--- src/hdl/itc_pkg.sv ---
// Shared types, codes and constants of the word machine instruction stepper.
`timescale 1ns / 1ps

package itc_pkg;

   localparam int MEMORY_WORDS = 4096;
   localparam int ADDR_W       = $clog2(MEMORY_WORDS);
   localparam int PC_W         = $clog2(MEMORY_WORDS + 1);

   localparam logic [1:0] CMD_LOAD    = 2'd0;
   localparam logic [1:0] CMD_RESTART = 2'd1;
   localparam logic [1:0] CMD_STEP    = 2'd2;

   localparam logic [6:0] OP_ADD  = 7'd1;
   localparam logic [6:0] OP_MUL  = 7'd2;
   localparam logic [6:0] OP_IN   = 7'd3;
   localparam logic [6:0] OP_OUT  = 7'd4;
   localparam logic [6:0] OP_JT   = 7'd5;
   localparam logic [6:0] OP_JF   = 7'd6;
   localparam logic [6:0] OP_LT   = 7'd7;
   localparam logic [6:0] OP_EQ   = 7'd8;
   localparam logic [6:0] OP_ADJ  = 7'd9;
   localparam logic [6:0] OP_HALT = 7'd99;

   localparam logic [1:0] MODE_POS = 2'd0;
   localparam logic [1:0] MODE_IMM = 2'd1;
   localparam logic [1:0] MODE_REL = 2'd2;

   typedef enum logic [3:0] {
      ST_EXECUTED    = 4'd0,
      ST_OUTPUT      = 4'd1,
      ST_WAITING     = 4'd2,
      ST_HALTED      = 4'd3,
      ST_DONE        = 4'd4,
      ST_BAD_OPCODE  = 4'd5,
      ST_BAD_MODE    = 4'd6,
      ST_BAD_ADDRESS = 4'd7,
      ST_IMM_DEST    = 4'd8
   } status_type;

   typedef enum logic [4:0] {
      S_CLEAR, S_IDLE, S_DEC, S_DIV, S_MODES, S_DIGITS, S_CHECK,
      S_RAW_RD, S_RAW_LAT, S_SRC, S_SRC_LAT, S_DST, S_EXEC,
      S_MUL_HL, S_MUL_LH, S_MUL_WR
   } state_type;

   typedef enum logic [2:0] {
      MEM_IDLE, MEM_RD_PC, MEM_RD_RAW, MEM_RD_OPND,
      MEM_WR_LOAD, MEM_WR_RESULT, MEM_WR_CLEAR
   } mem_sel_type;

   typedef enum logic [1:0] {
      MUL_NONE, MUL_LL, MUL_HL, MUL_LH
   } mul_sel_type;

   typedef struct packed {
      logic [1:0]         cmd;
      logic [11:0]        load_address;
      logic signed [63:0] load_data;
      logic               input_valid;
      logic signed [63:0] input_value;
   } req_type;

   typedef struct packed {
      logic [3:0]         status;
      logic signed [63:0] output_value;
      logic               input_taken;
   } rsp_type;

   typedef struct packed {
      logic       valid;
      logic [1:0] nsrc;
      logic       ndst;
   } op_info_type;

   typedef struct packed {
      mem_sel_type mem_sel;
      mul_sel_type mul_sel;
      logic        lat_req;
      logic        lat_dec;
      logic        lat_div;
      logic        lat_modes;
      logic        lat_digits;
      logic        lat_raw;
      logic        lat_val_imm;
      logic        lat_val_mem;
      logic        lat_dst;
      logic        idx_clr;
      logic        idx_inc;
      logic        clr_inc;
      logic        restart;
      logic        set_halt;
      logic        pc_jump;
      logic        pc_advance;
      logic        base_add;
      logic        rsp_fire;
      logic        rsp_out;
      logic        rsp_taken;
      status_type  rsp_status;
   } ctrl_type;

   typedef struct packed {
      logic       clear_done;
      logic [1:0] in_cmd;
      logic       in_load_bad;
      logic       halted;
      logic       pc_bad;
      logic       word_neg;
      logic       word_big;
      logic       mode_bad;
      logic [6:0] op;
      logic       op_valid;
      logic [1:0] nsrc;
      logic       ndst;
      logic [1:0] ntot;
      logic       input_valid;
      logic       pc_over;
      logic [1:0] idx;
      logic       cur_imm;
      logic       cur_addr_bad;
      logic       jump_take;
      logic       target_bad;
   } stat_type;

   function automatic op_info_type op_info(logic [6:0] op);
      op_info_type r;
      r = '0;
      unique case (op)
         OP_ADD, OP_MUL, OP_LT, OP_EQ: r = '{valid: 1'b1, nsrc: 2'd2, ndst: 1'b1};
         OP_IN:                        r = '{valid: 1'b1, nsrc: 2'd0, ndst: 1'b1};
         OP_OUT, OP_ADJ:               r = '{valid: 1'b1, nsrc: 2'd1, ndst: 1'b0};
         OP_JT, OP_JF:                 r = '{valid: 1'b1, nsrc: 2'd2, ndst: 1'b0};
         default:                      r = '0;
      endcase
      return r;
   endfunction

endpackage

--- src/hdl/itc_controller.sv ---
// Controller state machine that sequences the phases of each transaction.
`timescale 1ns / 1ps

module itc_controller (
   input  logic               clock,
   input  logic               reset,
   input  logic               start,
   input  itc_pkg::stat_type  st,
   output logic               busy,
   output itc_pkg::ctrl_type  ctrl
);

   itc_pkg::state_type state_ff, state_in;
   logic idx_last_tot, idx_last_src;

   assign idx_last_tot = 2'(st.idx + 2'd1) == st.ntot;
   assign idx_last_src = 2'(st.idx + 2'd1) == st.nsrc;

   always_ff @(posedge clock) begin
      if (reset) begin
         state_ff <= itc_pkg::S_CLEAR;
      end else begin
         state_ff <= state_in;
      end
   end

   always_comb begin
      state_in = state_ff;
      unique case (state_ff)
         itc_pkg::S_CLEAR: begin
            if (st.clear_done) state_in = itc_pkg::S_IDLE;
         end
         itc_pkg::S_IDLE: begin
            if (start && st.in_cmd == itc_pkg::CMD_STEP && !st.halted && !st.pc_bad) begin
               state_in = itc_pkg::S_DEC;
            end
         end
         itc_pkg::S_DEC:    state_in = itc_pkg::S_DIV;
         itc_pkg::S_DIV:    state_in = itc_pkg::S_MODES;
         itc_pkg::S_MODES:  state_in = itc_pkg::S_DIGITS;
         itc_pkg::S_DIGITS: state_in = itc_pkg::S_CHECK;
         itc_pkg::S_CHECK: begin
            priority if (st.word_neg || st.word_big || st.mode_bad) begin
               state_in = itc_pkg::S_IDLE;
            end else if (st.op == itc_pkg::OP_HALT || !st.op_valid) begin
               state_in = itc_pkg::S_IDLE;
            end else if (st.op == itc_pkg::OP_IN && !st.input_valid) begin
               state_in = itc_pkg::S_IDLE;
            end else if (st.pc_over) begin
               state_in = itc_pkg::S_IDLE;
            end else begin
               state_in = itc_pkg::S_RAW_RD;
            end
         end
         itc_pkg::S_RAW_RD: state_in = itc_pkg::S_RAW_LAT;
         itc_pkg::S_RAW_LAT: begin
            if (!idx_last_tot) begin
               state_in = itc_pkg::S_RAW_RD;
            end else if (st.nsrc != 2'd0) begin
               state_in = itc_pkg::S_SRC;
            end else begin
               state_in = itc_pkg::S_DST;
            end
         end
         itc_pkg::S_SRC: begin
            priority if (st.cur_imm) begin
               state_in = idx_last_src ? itc_pkg::S_DST : itc_pkg::S_SRC;
            end else if (st.cur_addr_bad) begin
               state_in = itc_pkg::S_IDLE;
            end else begin
               state_in = itc_pkg::S_SRC_LAT;
            end
         end
         itc_pkg::S_SRC_LAT: begin
            state_in = idx_last_src ? itc_pkg::S_DST : itc_pkg::S_SRC;
         end
         itc_pkg::S_DST: begin
            priority if (!st.ndst) begin
               state_in = itc_pkg::S_EXEC;
            end else if (st.cur_imm || st.cur_addr_bad) begin
               state_in = itc_pkg::S_IDLE;
            end else begin
               state_in = itc_pkg::S_EXEC;
            end
         end
         itc_pkg::S_EXEC: begin
            state_in = (st.op == itc_pkg::OP_MUL) ? itc_pkg::S_MUL_HL : itc_pkg::S_IDLE;
         end
         itc_pkg::S_MUL_HL: state_in = itc_pkg::S_MUL_LH;
         itc_pkg::S_MUL_LH: state_in = itc_pkg::S_MUL_WR;
         itc_pkg::S_MUL_WR: state_in = itc_pkg::S_IDLE;
         default:           state_in = itc_pkg::S_IDLE;
      endcase
   end

   always_comb begin
      ctrl            = '0;
      ctrl.mem_sel    = itc_pkg::MEM_IDLE;
      ctrl.mul_sel    = itc_pkg::MUL_NONE;
      ctrl.rsp_status = itc_pkg::ST_EXECUTED;
      unique case (state_ff)
         itc_pkg::S_CLEAR: begin
            ctrl.mem_sel = itc_pkg::MEM_WR_CLEAR;
            ctrl.clr_inc = 1'b1;
         end
         itc_pkg::S_IDLE: begin
            if (start) begin
               ctrl.lat_req  = 1'b1;
               ctrl.rsp_fire = 1'b1;
               unique case (st.in_cmd)
                  itc_pkg::CMD_LOAD: begin
                     if (st.in_load_bad) begin
                        ctrl.rsp_status = itc_pkg::ST_BAD_ADDRESS;
                     end else begin
                        ctrl.mem_sel    = itc_pkg::MEM_WR_LOAD;
                        ctrl.rsp_status = itc_pkg::ST_DONE;
                     end
                  end
                  itc_pkg::CMD_RESTART: begin
                     ctrl.restart    = 1'b1;
                     ctrl.rsp_status = itc_pkg::ST_DONE;
                  end
                  itc_pkg::CMD_STEP: begin
                     priority if (st.halted) begin
                        ctrl.rsp_status = itc_pkg::ST_HALTED;
                     end else if (st.pc_bad) begin
                        ctrl.rsp_status = itc_pkg::ST_BAD_ADDRESS;
                     end else begin
                        ctrl.rsp_fire = 1'b0;
                        ctrl.mem_sel  = itc_pkg::MEM_RD_PC;
                     end
                  end
                  default: begin
                     ctrl.rsp_status = itc_pkg::ST_BAD_OPCODE;
                  end
               endcase
            end
         end
         itc_pkg::S_DEC:    ctrl.lat_dec = 1'b1;
         itc_pkg::S_DIV:    ctrl.lat_div = 1'b1;
         itc_pkg::S_MODES:  ctrl.lat_modes = 1'b1;
         itc_pkg::S_DIGITS: ctrl.lat_digits = 1'b1;
         itc_pkg::S_CHECK: begin
            ctrl.idx_clr = 1'b1;
            priority if (st.word_neg) begin
               ctrl.rsp_fire   = 1'b1;
               ctrl.rsp_status = itc_pkg::ST_BAD_OPCODE;
            end else if (st.word_big || st.mode_bad) begin
               ctrl.rsp_fire   = 1'b1;
               ctrl.rsp_status = itc_pkg::ST_BAD_MODE;
            end else if (st.op == itc_pkg::OP_HALT) begin
               ctrl.set_halt   = 1'b1;
               ctrl.rsp_fire   = 1'b1;
               ctrl.rsp_status = itc_pkg::ST_HALTED;
            end else if (!st.op_valid) begin
               ctrl.rsp_fire   = 1'b1;
               ctrl.rsp_status = itc_pkg::ST_BAD_OPCODE;
            end else if (st.op == itc_pkg::OP_IN && !st.input_valid) begin
               ctrl.rsp_fire   = 1'b1;
               ctrl.rsp_status = itc_pkg::ST_WAITING;
            end else if (st.pc_over) begin
               ctrl.rsp_fire   = 1'b1;
               ctrl.rsp_status = itc_pkg::ST_BAD_ADDRESS;
            end else begin
            end
         end
         itc_pkg::S_RAW_RD: ctrl.mem_sel = itc_pkg::MEM_RD_RAW;
         itc_pkg::S_RAW_LAT: begin
            ctrl.lat_raw = 1'b1;
            if (idx_last_tot) begin
               ctrl.idx_clr = 1'b1;
            end else begin
               ctrl.idx_inc = 1'b1;
            end
         end
         itc_pkg::S_SRC: begin
            priority if (st.cur_imm) begin
               ctrl.lat_val_imm = 1'b1;
               ctrl.idx_inc     = 1'b1;
            end else if (st.cur_addr_bad) begin
               ctrl.rsp_fire   = 1'b1;
               ctrl.rsp_status = itc_pkg::ST_BAD_ADDRESS;
            end else begin
               ctrl.mem_sel = itc_pkg::MEM_RD_OPND;
            end
         end
         itc_pkg::S_SRC_LAT: begin
            ctrl.lat_val_mem = 1'b1;
            ctrl.idx_inc     = 1'b1;
         end
         itc_pkg::S_DST: begin
            if (st.ndst) begin
               priority if (st.cur_imm) begin
                  ctrl.rsp_fire   = 1'b1;
                  ctrl.rsp_status = itc_pkg::ST_IMM_DEST;
               end else if (st.cur_addr_bad) begin
                  ctrl.rsp_fire   = 1'b1;
                  ctrl.rsp_status = itc_pkg::ST_BAD_ADDRESS;
               end else begin
                  ctrl.lat_dst = 1'b1;
               end
            end
         end
         itc_pkg::S_EXEC: begin
            priority if (st.op == itc_pkg::OP_MUL) begin
               ctrl.mul_sel = itc_pkg::MUL_LL;
            end else if (st.op == itc_pkg::OP_OUT) begin
               ctrl.pc_advance = 1'b1;
               ctrl.rsp_fire   = 1'b1;
               ctrl.rsp_out    = 1'b1;
               ctrl.rsp_status = itc_pkg::ST_OUTPUT;
            end else if (st.op == itc_pkg::OP_ADJ) begin
               ctrl.base_add   = 1'b1;
               ctrl.pc_advance = 1'b1;
               ctrl.rsp_fire   = 1'b1;
            end else if (st.op == itc_pkg::OP_JT || st.op == itc_pkg::OP_JF) begin
               ctrl.rsp_fire = 1'b1;
               if (!st.jump_take) begin
                  ctrl.pc_advance = 1'b1;
               end else if (st.target_bad) begin
                  ctrl.rsp_status = itc_pkg::ST_BAD_ADDRESS;
               end else begin
                  ctrl.pc_jump = 1'b1;
               end
            end else begin
               ctrl.mem_sel    = itc_pkg::MEM_WR_RESULT;
               ctrl.pc_advance = 1'b1;
               ctrl.rsp_fire   = 1'b1;
               ctrl.rsp_taken  = st.op == itc_pkg::OP_IN;
            end
         end
         itc_pkg::S_MUL_HL: ctrl.mul_sel = itc_pkg::MUL_HL;
         itc_pkg::S_MUL_LH: ctrl.mul_sel = itc_pkg::MUL_LH;
         itc_pkg::S_MUL_WR: begin
            ctrl.mem_sel    = itc_pkg::MEM_WR_RESULT;
            ctrl.pc_advance = 1'b1;
            ctrl.rsp_fire   = 1'b1;
         end
         default: begin
         end
      endcase
   end

   assign busy = state_ff != itc_pkg::S_IDLE;

endmodule

--- config.mk ---
export PLATFORM = sky130hd
export DESIGN_NAME = itc_controller
export DESIGN_NICKNAME = d
export VERILOG_FILES = /design/src/hdl/itc_pkg.sv /design/src/hdl/itc_controller.sv
export SDC_FILE = /design/constraint.sdc
export NUM_CORES = 1
export LEC_CHECK = 0
export CAP_MARGIN = 25
export CORE_MARGIN = 3
export CORE_UTILIZATION = 39
export DETAILED_ROUTE_END_ITERATION = 10
export DONT_BUFFER_PORTS = 1
export HOLD_SLACK_MARGIN = 0.03
export PLACE_DENSITY = 0.61
export SLEW_MARGIN = 20
export SYNTH_ARGS = -nofsm -noshare
export SYNTH_HDL_FRONTEND = slang
export SYNTH_SLANG_ARGS = --single-unit
--- constraint.sdc ---
create_clock -name clock -period 1.7 [get_ports clock]
set_clock_uncertainty 0.1 [all_clocks]
set_input_delay 0.085 -clock clock [delete_from_list [all_inputs] [get_ports clock]]
set_output_delay 0.085 -clock clock [all_outputs]
set_load 0.02 [all_outputs]
==> run metrics <==
IO Pins=63; largest register by flop count=state_ff; core area=2520 um^2; maximum vdd drop=0.284 mV; fin. max-slew vios=0; Clock Pin Slew Worst Setup and Hold Paths=40 ps; CTS Buf Count=3; Root Buffer=clkbuf_4; Routed Antenna Nets=0; Wirelength per Cell=17.7 um; drt drc=0; Synth Area in Simple Gates=48.5%; via count=1579; met1 GRT Util=28.4%; R2R Path Start=state_ff[1]; Post-synth EDFFs=0; CTS Buffer Depth=2; largest net degree at the start of global routing=19; Design Area, Final=1800 um^2; RSZ-0062 raised after global routing=true; crit path launch type=flip-flop; fin nets=256; std cell rows=18; DP Wirelength=3090 um; post-synthesis register bit count=4; Fin Setup TNS=-1860 ps; Synth Area in Compound Gates=32.2%; CTS sink count=4; Die Area=3360 um^2; share of layout cells above drive strength 1=43.7%; Mapped Area=1050 um^2; GRT overflow=0; reg2reg path depth=5; Total Routed Length=4450 um; Synth Area in Adders=0%; Die W=57.9 um; DP Area=1420 um^2; drt initial violations=70; status=finished, violations left; grt met2 use=41.3%; failing checks=setup timing; Port Buf Inserts=0; fin worst setup slack=-261 ps; reg2reg end=state_ff[2]; H-tree depth=1; Initial Util=41.7%; Largest register FFs=4; later-pin clock latency in the skew report=250 ps; Tmin final=1960 ps; vias in the first global route=1407; synthesized net count=202; worst slew pin tran=479 ps; CP Launch Point=state_ff[2]; Async SR Flop Fraction=0%; area leader, netlist=dfxtp_1; vias per cell=6.27; sequential area share after synthesis=7.61%; critical path data arrival time=1780 ps; initial antenna violation count=0; Synth Area in XOR/XNOR=3.33%; first-pass detailed-route iteration total=5; dominant synthesized flop cell=dfxtp_1; critical path type=reg2out; ANT cells=0; maximum capacitance violations=0; post-synthesis mux area share=1.90%; relative max-transition margin=68.0%; Hold Path Class=in2reg; endpoints failing setup=16; FF-to-FF setup slack=-50 ps; count of different cell masters after synthesis=49; Synth top area share=7.61%; Filler cells=201; Area contributors post-synth=dfxtp_1 7.6%, nand2b_1 6.5%, nor2_1 6.4%; global-route total usage across every layer=23.0%; Critical Path RT=1510 ps; Synth Warn #=0; Worst Setup End Kind=output pin; M3 GR Usage=5.35%; global-route wire length before repair=6140 um; Die Ht=57.9 um; global route hottest layer=met2; gate count of the mapped netlist=169; area added between synthesis and finish=70.6%; end point of the critical path=ctrl[2]; final hold viol count=0; GP Congestion=0.893; Setup WS pre-CTS=-18.1 ps; Worst Path Max Fanout=5; LEAKAGE=0.678 nW; final core occ=71.2%; power per cell area=328 nW/um^2; CTS tree=yes; FMAX=510 MHz; synthesized area per cell=6.23 um^2; Tcrit/Tclk final=115%; Largest regs=state_ff x4; largest family of logic cells by synthesized area=simple AND/OR/NAND/NOR gates
-- logic make-up (layout without fill, tap and decap cells) --
kind of cell / after synthesis / in the layout
simple gates: 91 / 91
buf+inv: 17 / 70
mux: 2 / 2
compound gates: 51 / 51
flops: 4 / 4
xor+xnor: 4 / 4
-- area by class of cell --
| cell class | count | area, um^2 | share of cell area (%) |
|---|---|---|---|
| clock buffers | 4 | 26.3 | 1.46 |
| flip-flops and latches | 4 | 92.6 | 5.16 |
| well taps | 30 | 37.5 | 2.09 |
| multi-input cells | 148 | 1100 | 61.5 |
| inverters | 8 | 37.5 | 2.09 |
| repair buffers | 58 | 498 | 27.7 |
-- placed cells by master (no fill, tap or decap), types with 4 or more instances in the layout --
cell,count
o21ai_0,7
a21oi_1,13
a31oi_1,5
nor3_1,7
nand2_1,7
nand3_1,4
nor2b_1,6
inv_1,4
buf_4,40
dlygate4sd3_1,4
nand2b_1,10
nor2_1,17
nor3_2,5
buf_6,14
-- how the worst min path moves through the flow --
stage                start     endpoint  slack, ps  cells after the start
detailed placement   reset  state_ff[2]         50                      1
global placement     reset  state_ff[2]         50                      1
CTS                 st[10]  state_ff[3]         70                      3
finish              st[10]  state_ff[3]         70                      3
global route        st[10]  state_ff[3]        120                      3
floorplan            reset  state_ff[2]         50                      1
-- power by group --
part	internal [mW]	switching, mW	leakage, nW
Combinational	0.162	0.177	0.628
Sequential	0.0964	0.00739	0.0352
Clock	0.0893	0.0578	0.0150
Total	0.348	0.242	0.678
-- layer usage --
layer	vias to the layer above	wire (um)
li1	747	-
met1	719	1700
met2	96	2210
met3	17	413
met4	0	123
met5	-	0
-- worst max-delay path: stages, from the launching register on --
cell      delay, ps
dfxtp_4         350
buf_6           120
buf_6           110
nor4b_4         270
nand2_2         160
a31o_2          260
o311ai_2         80
buf_4           190
-- synthesized netlist by cell type (all sizes together) (4+ instances only) --
master  instances
dfxtp           4
nand2          10
a31oi           6
o21ai           9
a21oi          13
clkbuf          6
or4             5
or2             4
or3             4
inv             8
nor2b           6
nand2b         11
nand3           5
nor2           18
nor3           13
-- through the flow --
stage	hold slack [ps]	instances	power [mW]
2_1_floorplan	47.0	169	0.275
3_3_place_gp	49.2	232	0.348
3_5_place_dp	53.8	232	0.351
4_1_cts	66.0	247	0.529
5_1_grt	115	252	0.618
6_report	71.2	252	0.590
-- what timing repair did --
item,4_1_cts,5_1_grt
hold buffers,4,0
endpoints found under the hold margin,4,0
buffers inserted,8,5
pin swaps,11,10
endpoints found under the setup margin,16,22
resized for setup,23,29
No activity file was read; power rests on OpenSTA's default activity.
